===== src/sv/depth_pixel_to_point_backprojection_defines.svh =====
// assertion macros shared by the rtl files
`ifndef DEPTH_PIXEL_TO_POINT_BACKPROJECTION_DEFINES_SVH
`define DEPTH_PIXEL_TO_POINT_BACKPROJECTION_DEFINES_SVH

// consequent must hold in the same cycle as the antecedent
`define DPB_ASSERT_HOLDS(label, clk, rst_n, ante, cons, msg) \
    label: assert property (@(posedge clk) disable iff (!rst_n) (ante) |-> (cons)) \
        else $error(msg);

// consequent must hold in the cycle after the antecedent
`define DPB_ASSERT_NEXT(label, clk, rst_n, ante, cons, msg) \
    label: assert property (@(posedge clk) disable iff (!rst_n) (ante) |=> (cons)) \
        else $error(msg);

`endif


===== src/sv/dpb_pkg.sv =====
package dpb_pkg;

    // configuration register file
    typedef struct packed {
        logic [12:0] frame_width;
        logic [12:0] frame_height;
        logic [12:0] center_x_half;
        logic [12:0] center_y_half;
        logic [23:0] inv_focal_x;
        logic [23:0] inv_focal_y;
        logic [31:0] inv_depth_scale;
    } cfg_t;

    // apb address layout
    localparam int ADDR_W = 5;

    typedef logic [2:0] reg_idx_t;

    localparam reg_idx_t REG_FRAME_WIDTH     = 3'd0;
    localparam reg_idx_t REG_FRAME_HEIGHT    = 3'd1;
    localparam reg_idx_t REG_CENTER_X_HALF   = 3'd2;
    localparam reg_idx_t REG_CENTER_Y_HALF   = 3'd3;
    localparam reg_idx_t REG_INV_FOCAL_X     = 3'd4;
    localparam reg_idx_t REG_INV_FOCAL_Y     = 3'd5;
    localparam reg_idx_t REG_INV_DEPTH_SCALE = 3'd6;

    // register reset values
    localparam logic [12:0] RST_FRAME_WIDTH     = 13'd640;
    localparam logic [12:0] RST_FRAME_HEIGHT    = 13'd480;
    localparam logic [12:0] RST_CENTER_X_HALF   = 13'd639;
    localparam logic [12:0] RST_CENTER_Y_HALF   = 13'd479;
    localparam logic [23:0] RST_INV_FOCAL_X     = 24'd31957;
    localparam logic [23:0] RST_INV_FOCAL_Y     = 24'd31957;
    localparam logic [31:0] RST_INV_DEPTH_SCALE = 32'd858993;

    // entries in the queue between front and back end
    localparam int QUEUE_DEPTH = 4;

    // back end sequencer; each step from S_Z to S_MAGY issues a product, captures one, or both
    typedef enum logic [3:0] {
        S_IDLE,
        S_Z,
        S_ZCAP,
        S_QX,
        S_QY,
        S_LOX,
        S_HIX,
        S_LOY,
        S_HIY,
        S_MAGY,
        S_OUT
    } back_state_t;

endpackage


===== src/sv/dpb_fifo.sv =====
`include "depth_pixel_to_point_backprojection_defines.svh"

module dpb_fifo #(
    parameter int WIDTH = 64,
    parameter int DEPTH = 4
) (
    input  logic             clk,
    input  logic             rst_n,
    input  logic             push,
    input  logic [WIDTH-1:0] push_data,
    output logic             full,
    input  logic             pop,
    output logic [WIDTH-1:0] pop_data,
    output logic             valid
);

    localparam int PTR_W = (DEPTH > 1) ? $clog2(DEPTH) : 1;
    localparam int CNT_W = $clog2(DEPTH + 1);

    logic [WIDTH-1:0] mem_reg [DEPTH];
    logic [PTR_W-1:0] wr_ptr_reg;
    logic [PTR_W-1:0] wr_ptr_next;
    logic [PTR_W-1:0] rd_ptr_reg;
    logic [PTR_W-1:0] rd_ptr_next;
    logic [CNT_W-1:0] count_reg;
    logic [CNT_W-1:0] count_next;

    // status
    assign full     = (count_reg == CNT_W'(DEPTH));
    assign valid    = (count_reg != '0);
    assign pop_data = mem_reg[rd_ptr_reg];

    // pointer and fill count update
    always_comb
    begin
        wr_ptr_next = wr_ptr_reg;
        rd_ptr_next = rd_ptr_reg;
        count_next  = count_reg;
        if (push)
        begin
            wr_ptr_next = (wr_ptr_reg == PTR_W'(DEPTH - 1)) ? '0 : wr_ptr_reg + 1'b1;
        end
        if (pop)
        begin
            rd_ptr_next = (rd_ptr_reg == PTR_W'(DEPTH - 1)) ? '0 : rd_ptr_reg + 1'b1;
        end
        if (push && !pop)
        begin
            count_next = count_reg + 1'b1;
        end
        else if (!push && pop)
        begin
            count_next = count_reg - 1'b1;
        end
    end

    always_ff @(posedge clk or negedge rst_n)
    begin
        if (!rst_n)
        begin
            wr_ptr_reg <= '0;
            rd_ptr_reg <= '0;
            count_reg  <= '0;
        end
        else
        begin
            wr_ptr_reg <= wr_ptr_next;
            rd_ptr_reg <= rd_ptr_next;
            count_reg  <= count_next;
        end
    end

    // entry storage
    always_ff @(posedge clk)
    begin
        if (push)
        begin
            mem_reg[wr_ptr_reg] <= push_data;
        end
    end

    `DPB_ASSERT_HOLDS(a_fifo_no_overflow, clk, rst_n, push, count_reg != CNT_W'(DEPTH), "write into full queue")
    `DPB_ASSERT_NEXT(a_fifo_count_up, clk, rst_n, push && !pop, count_reg == CNT_W'($past(count_reg) + 1'b1), "queue count did not rise")

endmodule


===== src/sv/dpb_front.sv =====
module dpb_front import dpb_pkg::*; #(
    parameter int COORD_BITS = 12,
    localparam int ENTRY_W = 40 + 2 * COORD_BITS
) (
    input  logic               clk,
    input  logic               rst_n,
    input  cfg_t               cfg,
    input  logic               push,
    output logic               full,
    input  logic [15:0]        depth_raw,
    input  logic [7:0]         blue,
    input  logic [7:0]         green,
    input  logic [7:0]         red,
    input  logic               fifo_full,
    output logic               fifo_push,
    output logic [ENTRY_W-1:0] fifo_data
);

    localparam int CMP_W = (COORD_BITS + 1 > 13) ? COORD_BITS + 1 : 13;

    logic [COORD_BITS-1:0] col_reg;
    logic [COORD_BITS-1:0] col_next;
    logic [COORD_BITS-1:0] row_reg;
    logic [COORD_BITS-1:0] row_next;
    logic [COORD_BITS:0]   col_inc;
    logic [COORD_BITS:0]   row_inc;
    logic                  col_wrap;
    logic                  row_wrap;
    logic                  accept;

    // a transaction is taken whenever the queue has room
    assign full   = fifo_full;
    assign accept = push && !fifo_full;

    // only pixels with a depth measurement go on to the back end
    assign fifo_push = accept && (depth_raw != 16'd0);
    assign fifo_data = {depth_raw, blue, green, red, col_reg, row_reg};

    // raster position, wrap at frame size or counter range
    always_comb
    begin
        col_inc  = {1'b0, col_reg} + 1'b1;
        row_inc  = {1'b0, row_reg} + 1'b1;
        col_wrap = (CMP_W'(col_inc) >= CMP_W'(cfg.frame_width)) || col_inc[COORD_BITS];
        row_wrap = (CMP_W'(row_inc) >= CMP_W'(cfg.frame_height)) || row_inc[COORD_BITS];
        col_next = col_reg;
        row_next = row_reg;
        if (accept)
        begin
            col_next = col_wrap ? '0 : col_inc[COORD_BITS-1:0];
            if (col_wrap)
            begin
                row_next = row_wrap ? '0 : row_inc[COORD_BITS-1:0];
            end
        end
    end

    always_ff @(posedge clk or negedge rst_n)
    begin
        if (!rst_n)
        begin
            col_reg <= '0;
            row_reg <= '0;
        end
        else
        begin
            col_reg <= col_next;
            row_reg <= row_next;
        end
    end

endmodule


===== src/sv/dpb_back.sv =====
`include "depth_pixel_to_point_backprojection_defines.svh"

module dpb_back import dpb_pkg::*; #(
    parameter int COORD_BITS = 12,
    localparam int ENTRY_W = 40 + 2 * COORD_BITS
) (
    input  logic               clk,
    input  logic               rst_n,
    input  cfg_t               cfg,
    input  logic               q_valid,
    input  logic [ENTRY_W-1:0] q_data,
    output logic               q_pop,
    output logic               empty,
    input  logic               pop,
    output logic signed [31:0] point_x,
    output logic signed [31:0] point_y,
    output logic [31:0]        point_z,
    output logic [7:0]         point_blue,
    output logic [7:0]         point_green,
    output logic [7:0]         point_red,
    output logic [11:0]        point_col,
    output logic [11:0]        point_row
);

    localparam int D_W  = (COORD_BITS + 2 > 14) ? COORD_BITS + 2 : 14;
    localparam int M_W  = D_W - 1;
    localparam int LO_W = 24;
    localparam int MAG_W = 48;

    typedef struct packed {
        logic        load;
        logic        cap_z;
        logic        cap_qx;
        logic        cap_qy;
        logic        cap_lo;
        logic        cap_magx;
        logic        cap_magy;
        logic        res_write;
        logic [31:0] op_a;
        logic [31:0] op_b;
    } back_ctl_t;

    back_state_t state_reg;
    back_state_t state_next;
    back_ctl_t   ctl;

    // queue entry fields
    logic [15:0]           q_depth;
    logic [7:0]            q_blue;
    logic [7:0]            q_green;
    logic [7:0]            q_red;
    logic [COORD_BITS-1:0] q_col;
    logic [COORD_BITS-1:0] q_row;

    // working registers
    logic [15:0]      depth_reg;
    logic [7:0]       blue_reg;
    logic [7:0]       green_reg;
    logic [7:0]       red_reg;
    logic [11:0]      col_reg;
    logic [11:0]      row_reg;
    logic             negx_reg;
    logic             negy_reg;
    logic [M_W-1:0]   mx_reg;
    logic [M_W-1:0]   my_reg;
    logic [63:0]      prod_reg;
    logic [31:0]      z_reg;
    logic [31:0]      z_next;
    logic [55:0]      qx_reg;
    logic [55:0]      qy_reg;
    logic [LO_W-1:0]  lo_reg;
    logic [LO_W-1:0]  lo_next;
    logic [MAG_W-1:0] magx_reg;
    logic [MAG_W-1:0] magy_reg;
    logic [MAG_W-1:0] mag_next;

    // offsets from the optical center in half pixels
    logic signed [D_W-1:0] dx;
    logic signed [D_W-1:0] dy;
    logic [D_W-1:0]        dx_abs;
    logic [D_W-1:0]        dy_abs;

    // result register
    logic        res_valid_reg;
    logic        res_valid_next;
    logic [31:0] res_x_reg;
    logic [31:0] res_y_reg;
    logic [31:0] res_z_reg;
    logic [7:0]  res_blue_reg;
    logic [7:0]  res_green_reg;
    logic [7:0]  res_red_reg;
    logic [11:0] res_col_reg;
    logic [11:0] res_row_reg;
    logic        slot_free;

    // saturate a rounded magnitude with its sign to signed q16.16
    function automatic logic [31:0] sat_lateral(input logic neg, input logic [MAG_W-1:0] mag);
        logic [31:0] res;
        if (neg)
        begin
            if (mag >= MAG_W'(32'h8000_0000))
                res = 32'h8000_0000;
            else
                res = ~mag[31:0] + 32'd1;
        end
        else
        begin
            if (mag > MAG_W'(32'h7fff_ffff))
                res = 32'h7fff_ffff;
            else
                res = mag[31:0];
        end
        return res;
    endfunction

    // unpack queue entry
    assign q_depth = q_data[ENTRY_W-1 -: 16];
    assign q_blue  = q_data[2*COORD_BITS+23 -: 8];
    assign q_green = q_data[2*COORD_BITS+15 -: 8];
    assign q_red   = q_data[2*COORD_BITS+7 -: 8];
    assign q_col   = q_data[2*COORD_BITS-1 -: COORD_BITS];
    assign q_row   = q_data[COORD_BITS-1:0];

    // signed offset and its magnitude
    always_comb
    begin
        dx     = $signed(D_W'({q_col, 1'b0})) - $signed(D_W'(cfg.center_x_half));
        dy     = $signed(D_W'({q_row, 1'b0})) - $signed(D_W'(cfg.center_y_half));
        dx_abs = dx[D_W-1] ? (~dx + 1'b1) : dx;
        dy_abs = dy[D_W-1] ? (~dy + 1'b1) : dy;
    end

    assign slot_free = !res_valid_reg || pop;

    // next state
    always_comb
    begin
        state_next = state_reg;
        unique case (state_reg)
            S_IDLE: if (q_valid) state_next = S_Z;
            S_Z:    state_next = S_ZCAP;
            S_ZCAP: state_next = S_QX;
            S_QX:   state_next = S_QY;
            S_QY:   state_next = S_LOX;
            S_LOX:  state_next = S_HIX;
            S_HIX:  state_next = S_LOY;
            S_LOY:  state_next = S_HIY;
            S_HIY:  state_next = S_MAGY;
            S_MAGY: state_next = S_OUT;
            S_OUT:  if (slot_free) state_next = S_IDLE;
            default: state_next = S_IDLE;
        endcase
    end

    // step controls and multiplier operands
    always_comb
    begin
        ctl = '0;
        unique case (state_reg)
            S_IDLE:
            begin
                ctl.load = q_valid;
            end
            S_Z:
            begin
                ctl.op_a = 32'(depth_reg);
                ctl.op_b = cfg.inv_depth_scale;
            end
            S_ZCAP:
            begin
                ctl.cap_z = 1'b1;
            end
            S_QX:
            begin
                ctl.op_a = z_reg;
                ctl.op_b = 32'(cfg.inv_focal_x);
            end
            S_QY:
            begin
                ctl.cap_qx = 1'b1;
                ctl.op_a   = z_reg;
                ctl.op_b   = 32'(cfg.inv_focal_y);
            end
            S_LOX:
            begin
                ctl.cap_qy = 1'b1;
                ctl.op_a   = 32'(mx_reg);
                ctl.op_b   = qx_reg[31:0];
            end
            S_HIX:
            begin
                ctl.cap_lo = 1'b1;
                ctl.op_a   = 32'(mx_reg);
                ctl.op_b   = 32'(qx_reg[55:32]);
            end
            S_LOY:
            begin
                ctl.cap_magx = 1'b1;
                ctl.op_a     = 32'(my_reg);
                ctl.op_b     = qy_reg[31:0];
            end
            S_HIY:
            begin
                ctl.cap_lo = 1'b1;
                ctl.op_a   = 32'(my_reg);
                ctl.op_b   = 32'(qy_reg[55:32]);
            end
            S_MAGY:
            begin
                ctl.cap_magy = 1'b1;
            end
            S_OUT:
            begin
                ctl.res_write = slot_free;
            end
            default:
            begin
                ctl = '0;
            end
        endcase
    end

    assign q_pop = ctl.load;

    // rounding of the captured products
    always_comb
    begin
        z_next   = 32'((prod_reg + 64'h8000) >> 16);
        lo_next  = LO_W'((prod_reg + 64'h100_0000) >> 25);
        mag_next = MAG_W'((prod_reg << 7) + 64'(lo_reg));
    end

    // result handshake
    always_comb
    begin
        res_valid_next = res_valid_reg;
        if (ctl.res_write)
            res_valid_next = 1'b1;
        else if (pop)
            res_valid_next = 1'b0;
    end

    always_ff @(posedge clk or negedge rst_n)
    begin
        if (!rst_n)
        begin
            state_reg     <= S_IDLE;
            res_valid_reg <= 1'b0;
        end
        else
        begin
            state_reg     <= state_next;
            res_valid_reg <= res_valid_next;
        end
    end

    // shared multiplier and datapath registers
    always_ff @(posedge clk)
    begin
        prod_reg <= ctl.op_a * ctl.op_b;
        if (ctl.load)
        begin
            depth_reg <= q_depth;
            blue_reg  <= q_blue;
            green_reg <= q_green;
            red_reg   <= q_red;
            col_reg   <= 12'(q_col);
            row_reg   <= 12'(q_row);
            negx_reg  <= dx[D_W-1];
            negy_reg  <= dy[D_W-1];
            mx_reg    <= dx_abs[M_W-1:0];
            my_reg    <= dy_abs[M_W-1:0];
        end
        if (ctl.cap_z)
            z_reg <= z_next;
        if (ctl.cap_qx)
            qx_reg <= prod_reg[55:0];
        if (ctl.cap_qy)
            qy_reg <= prod_reg[55:0];
        if (ctl.cap_lo)
            lo_reg <= lo_next;
        if (ctl.cap_magx)
            magx_reg <= mag_next;
        if (ctl.cap_magy)
            magy_reg <= mag_next;
        if (ctl.res_write)
        begin
            res_x_reg     <= sat_lateral(negx_reg, magx_reg);
            res_y_reg     <= sat_lateral(negy_reg, magy_reg);
            res_z_reg     <= z_reg;
            res_blue_reg  <= blue_reg;
            res_green_reg <= green_reg;
            res_red_reg   <= red_reg;
            res_col_reg   <= col_reg;
            res_row_reg   <= row_reg;
        end
    end

    // result ports
    assign empty       = !res_valid_reg;
    assign point_x     = $signed(res_x_reg);
    assign point_y     = $signed(res_y_reg);
    assign point_z     = res_z_reg;
    assign point_blue  = res_blue_reg;
    assign point_green = res_green_reg;
    assign point_red   = res_red_reg;
    assign point_col   = res_col_reg;
    assign point_row   = res_row_reg;

    `DPB_ASSERT_NEXT(a_back_result_written, clk, rst_n, state_reg == S_OUT && slot_free, res_valid_reg && state_reg == S_IDLE, "result not written on exit")
    `DPB_ASSERT_NEXT(a_back_result_kept, clk, rst_n, res_valid_reg && !pop, res_valid_reg, "waiting result lost")

endmodule


===== src/sv/depth_pixel_to_point_backprojection.sv =====
// path: a transaction with nonzero depth goes through the queue, the sequencer steps S_Z to S_OUT
// and the result register; the sequencer holds in S_OUT while the result register is occupied and not popped
// pacing: one point at a time, paced by the seven products of the shared 32x32 multiplier;
// zero-depth pixels skip the queue, yet are taken only while the 4-entry queue has room
// reset: rst_n is asynchronous, active low; it clears the pixel counters, the queue and the
// sequencer, and loads the default camera registers
module depth_pixel_to_point_backprojection import dpb_pkg::*; #(
    parameter int COORD_BITS = 12
) (
    input  logic               clk,
    input  logic               rst_n,
    input  logic               psel,
    input  logic               penable,
    input  logic               pwrite,
    input  logic [ADDR_W-1:0]  paddr,
    input  logic [31:0]        pwdata,
    output logic [31:0]        prdata,
    output logic               pready,
    input  logic               push,
    output logic               full,
    input  logic [15:0]        depth_raw,
    input  logic [7:0]         blue,
    input  logic [7:0]         green,
    input  logic [7:0]         red,
    output logic               empty,
    input  logic               pop,
    output logic signed [31:0] point_x,
    output logic signed [31:0] point_y,
    output logic [31:0]        point_z,
    output logic [7:0]         point_blue,
    output logic [7:0]         point_green,
    output logic [7:0]         point_red,
    output logic [11:0]        point_col,
    output logic [11:0]        point_row
);

    localparam int ENTRY_W = 40 + 2 * COORD_BITS;

    cfg_t               cfg_reg;
    cfg_t               cfg_next;
    reg_idx_t           reg_idx;
    logic               cfg_write;
    logic               fifo_full;
    logic               fifo_push;
    logic [ENTRY_W-1:0] fifo_wdata;
    logic [ENTRY_W-1:0] fifo_rdata;
    logic               fifo_valid;
    logic               fifo_pop;

    // register access decode
    assign pready    = 1'b1;
    assign reg_idx   = paddr[ADDR_W-1:2];
    assign cfg_write = psel && penable && pwrite;

    always_comb
    begin
        cfg_next = cfg_reg;
        if (cfg_write)
        begin
            unique case (reg_idx)
                REG_FRAME_WIDTH:     cfg_next.frame_width     = pwdata[12:0];
                REG_FRAME_HEIGHT:    cfg_next.frame_height    = pwdata[12:0];
                REG_CENTER_X_HALF:   cfg_next.center_x_half   = pwdata[12:0];
                REG_CENTER_Y_HALF:   cfg_next.center_y_half   = pwdata[12:0];
                REG_INV_FOCAL_X:     cfg_next.inv_focal_x     = pwdata[23:0];
                REG_INV_FOCAL_Y:     cfg_next.inv_focal_y     = pwdata[23:0];
                REG_INV_DEPTH_SCALE: cfg_next.inv_depth_scale = pwdata;
                default:             cfg_next = cfg_reg;
            endcase
        end
    end

    // register read back
    always_comb
    begin
        unique case (reg_idx)
            REG_FRAME_WIDTH:     prdata = 32'(cfg_reg.frame_width);
            REG_FRAME_HEIGHT:    prdata = 32'(cfg_reg.frame_height);
            REG_CENTER_X_HALF:   prdata = 32'(cfg_reg.center_x_half);
            REG_CENTER_Y_HALF:   prdata = 32'(cfg_reg.center_y_half);
            REG_INV_FOCAL_X:     prdata = 32'(cfg_reg.inv_focal_x);
            REG_INV_FOCAL_Y:     prdata = 32'(cfg_reg.inv_focal_y);
            REG_INV_DEPTH_SCALE: prdata = cfg_reg.inv_depth_scale;
            default:             prdata = 32'd0;
        endcase
    end

    always_ff @(posedge clk or negedge rst_n)
    begin
        if (!rst_n)
        begin
            cfg_reg.frame_width     <= RST_FRAME_WIDTH;
            cfg_reg.frame_height    <= RST_FRAME_HEIGHT;
            cfg_reg.center_x_half   <= RST_CENTER_X_HALF;
            cfg_reg.center_y_half   <= RST_CENTER_Y_HALF;
            cfg_reg.inv_focal_x     <= RST_INV_FOCAL_X;
            cfg_reg.inv_focal_y     <= RST_INV_FOCAL_Y;
            cfg_reg.inv_depth_scale <= RST_INV_DEPTH_SCALE;
        end
        else
        begin
            cfg_reg <= cfg_next;
        end
    end

    // pixel intake and classification
    dpb_front #(
        .COORD_BITS (COORD_BITS)
    ) u_front (
        .clk       (clk),
        .rst_n     (rst_n),
        .cfg       (cfg_reg),
        .push      (push),
        .full      (full),
        .depth_raw (depth_raw),
        .blue      (blue),
        .green     (green),
        .red       (red),
        .fifo_full (fifo_full),
        .fifo_push (fifo_push),
        .fifo_data (fifo_wdata)
    );

    // queue between front and back end
    dpb_fifo #(
        .WIDTH (ENTRY_W),
        .DEPTH (QUEUE_DEPTH)
    ) u_fifo (
        .clk       (clk),
        .rst_n     (rst_n),
        .push      (fifo_push),
        .push_data (fifo_wdata),
        .full      (fifo_full),
        .pop       (fifo_pop),
        .pop_data  (fifo_rdata),
        .valid     (fifo_valid)
    );

    // point computation
    dpb_back #(
        .COORD_BITS (COORD_BITS)
    ) u_back (
        .clk         (clk),
        .rst_n       (rst_n),
        .cfg         (cfg_reg),
        .q_valid     (fifo_valid),
        .q_data      (fifo_rdata),
        .q_pop       (fifo_pop),
        .empty       (empty),
        .pop         (pop),
        .point_x     (point_x),
        .point_y     (point_y),
        .point_z     (point_z),
        .point_blue  (point_blue),
        .point_green (point_green),
        .point_red   (point_red),
        .point_col   (point_col),
        .point_row   (point_row)
    );

endmodule

===== config.mk =====
export PLATFORM = sky130hd
export DESIGN_NAME = depth_pixel_to_point_backprojection
export DESIGN_NICKNAME = d
export VERILOG_FILES = /design/src/sv/dpb_pkg.sv /design/src/sv/dpb_fifo.sv /design/src/sv/dpb_front.sv /design/src/sv/dpb_back.sv /design/src/sv/depth_pixel_to_point_backprojection.sv
export VERILOG_INCLUDE_DIRS = /design/src /design/src/sv
export SDC_FILE = /design/constraint.sdc
export NUM_CORES = 2
export LEC_CHECK = 0
export ABC_AREA = 1
export BUFFER_PORTS_ARGS = -buffer_cell sky130_fd_sc_hd__buf_4
export CAP_MARGIN = 20
export CORE_MARGIN = 4
export CORE_UTILIZATION = 35
export DETAILED_ROUTE_END_ITERATION = 16
export PLACE_DENSITY = 0.46
export SLEW_MARGIN = 25
export SYNTH_ARGS = -nofsm -noshare
export SYNTH_HDL_FRONTEND = slang
export SYNTH_SLANG_ARGS = --single-unit

===== constraint.sdc =====
create_clock -name clk -period 11.2 [get_ports clk]
set_input_delay 2.24 -clock clk [delete_from_list [all_inputs] [get_ports clk]]
set_output_delay 2.24 -clock clk [all_outputs]
set_load 0.02 [all_outputs]

==> qor.txt <==
Mapped Area: 75100 µm²
dominant cells by area after synthesis: edfxtp_1 (30%), fa_1 (23%), inv_1 (8.7%), nand2_1 (7.7%), ha_1 (4.9%)
Detailed Place HPWL: 191000 µm
DRC: 0
area of the multi-input gates: 39300 µm²
share of layout cells above drive strength 1: 8.55%
CP top delay family: adder cells
die area: 222000 µm²
Worst-Margin Slew: 1070 ps
clk_skew: 64.1 ps
clk_lat worst skew: 760 ps
vias in the first global route: 55600
post-route ant nets: 0
fill cell count: 21500
Core Region: 213000 µm²
WL/cell: 21.9 µm
Reg-to-Reg Start: u_back.state_reg[2]$_DFFE_PN0P_
Syn Area/Cell: 9.45 µm²
delay of the slowest cell on the worst path: 760 ps
first-pass GRT wire length: 365000 µm
hold path startpoint: u_back.green_reg[7]$_DFFE_PP_
DRT Pass-1 Iters: 6
Synth area leader: edfxtp_1
Worst-path clk slew: 80 ps
NumNets Final: 9486
Initial Util: 35.3%
TritonCTS clock tree: done
FF+latch area: 28100 µm²
H-Tree Level Count: 3
DR vias/cell: 4.89
Port Buffers: 259
largest net degree at the start of global routing: 82
Max-slew headroom: 28.2%
critical path required time: 11840 ps
cells after synthesis: 7946
initial drt markers: 4046
Placed Cells incl. Taps: 10900
Startpoint Class: register
Hold Path Class: register to register
Worst EP arrival: 10490 ps
Max Slew Vio Count: 0
hold_ws: 408 ps
CP Capture Point: u_back.prod_reg[52]$_DFF_P_
initial antenna violation count: 29
share of the synthesized area in the top cell type: 30.2%
Worst path depth: 30
row cnt: 169
worst reg2reg path depth: 30
max_cap viols: 0
DRT Wirelength: 245000 µm
# resized after CTS: 0
Register-to-Register Setup Slack: 1350 ps
Max Clk Rate: 0.101 GHz
Post-CTS Hold Fix Bufs: 0
Post-CTS Setup Inserts: 0
Final Hold Viols: 0
Worst setup EP type: register
r2r endpoint: u_back.prod_reg[52]$_DFF_P_
Die Span Y: 471 µm
maximum clock path buffer count: 3
Most used DFF post-synth: edfxtp_1
number of enable flip-flop cells after synthesis: 756
most used cell, CP: fa_1
FFs w/ async S/R, synth: 17.1%
GR Util All Layers: 22.0%
gp weighted congestion: 0.947
die width: 471 µm
flip-flop count of the largest register after layout: 256
WP buf/inv: 8
GR Overflow Total: 0
unrepaired setup endpoints after global routing: no
register bit count reported by yosys: 980
Syn-to-layout area delta: 12.0%
Tcrit/Tclk final: 88.0%
Finish-stage setup viols: 0
CTS buffer count: 111
CP Max Fanout: 28
via count: 54500
clk root buf: clkbuf_16
critical path class: register to register
I/O pins: 263
Synth Warn #: 0
count of cell types in the netlist: 68
CP max stage cell: nand2_1
final worst path period need: 9850 ps
post-synthesis sequential area ratio: 37.4%
outcome: completed
post-route setup TNS: 0 ps
clk sink count: 980
crit path launch: u_back.state_reg[2]$_DFFE_PN0P_
Post-Layout Cell Count: 11200
## cell usage after synthesis, types with 20 or more instances
cell type and count:
nand2_2 22, nand2_1 1537, ha_1 293, o211ai_1 23
nand4_1 75, edfxtp_1 756, clkbuf_1 105, buf_2 116
xor2_1 154, o221ai_1 21, dfrtp_1 115, nand3_1 190
inv_1 1730, a21oi_1 163, nor4_1 20, inv_2 58
nor2_1 745, o21ai_0 405, fa_1 874, dfstp_2 53
o22ai_1 110, xnor2_1 31, dfxtp_1 56, nor3_1 56
buf_4 31
## metal layers
metal	GRT usage (%)	wire (µm)
met5	0	199
met1	30.4	109000
met3	3.41	13100
met2	35.4	112000
met4	7.24	9280
## worst min path at each step
stage	depth (start not counted)	to	slack (ps)
CTS	0	u_back.point_green[7]$_DFFE_PP_	410
detailed placement	0	u_back.point_blue[0]$_DFFE_PP_	400
floorplan	0	u_back.point_blue[0]$_DFFE_PP_	400
finish	0	u_back.point_green[7]$_DFFE_PP_	410
global route	0	u_back.point_green[7]$_DFFE_PP_	420
global placement	0	u_back.point_col[10]$_DFFE_PP_	400
## stage by stage
step / cell area [µm²] / util (%) / worst slack [ps]
2_1_floorplan: 75400 / - / 2260
3_3_place_gp: 80300 / 37.8 / 1490
3_5_place_dp: 80300 / 37.8 / 1530
4_1_cts: 84000 / 39.5 / 1450
5_1_grt: 84000 / 39.5 / 981
6_report: 84100 / 39.5 / 1350
## cells by family (layout without fill, tap and decap cells)
kind of cell               count (synthesis)  count (layout)  synth area share, %
and+or+nand+nor                         2684            2684                 14.5
buffers and inverters                   2061            2355                 10.8
adders and majority gates               1167            1167                 28.2
DFF                                      980             980                 37.4
AOI/OAI and AO/OA                        856             856                 6.76
xor gates and xnor gates                 185             185                 2.16
muxes                                     11              11                0.165
other                                      2              96               0.0100
## area by class of cell
cell class	instances	area share [%]
Multi-Input combinational cell	4996	46.8
Tap cell	2821	4.20
Sequential cell	980	33.4
Antenna cell	3	0.00893
Inverter	1794	8.02
Timing Repair Buffer	352	3.21
Clock inverter	62	0.837
Clock buffer	147	3.54
## cell usage in the layout (no fill, tap or decap), drive strengths merged, types with 58 or more instances in the layout
cell,instances
inv,1792
nand2,1563
fa,874
edfxtp,756
nor2,752
o21ai,417
buf,351
ha,293
nand3,192
a21oi,163
xor2,154
clkbuf,148
dfrtp,115
o22ai,110
conb,93
nand4,76
nor3,58
Power is not shown: default switching activity piles up to over one toggle a cycle in this logic, so the estimate is an artifact.
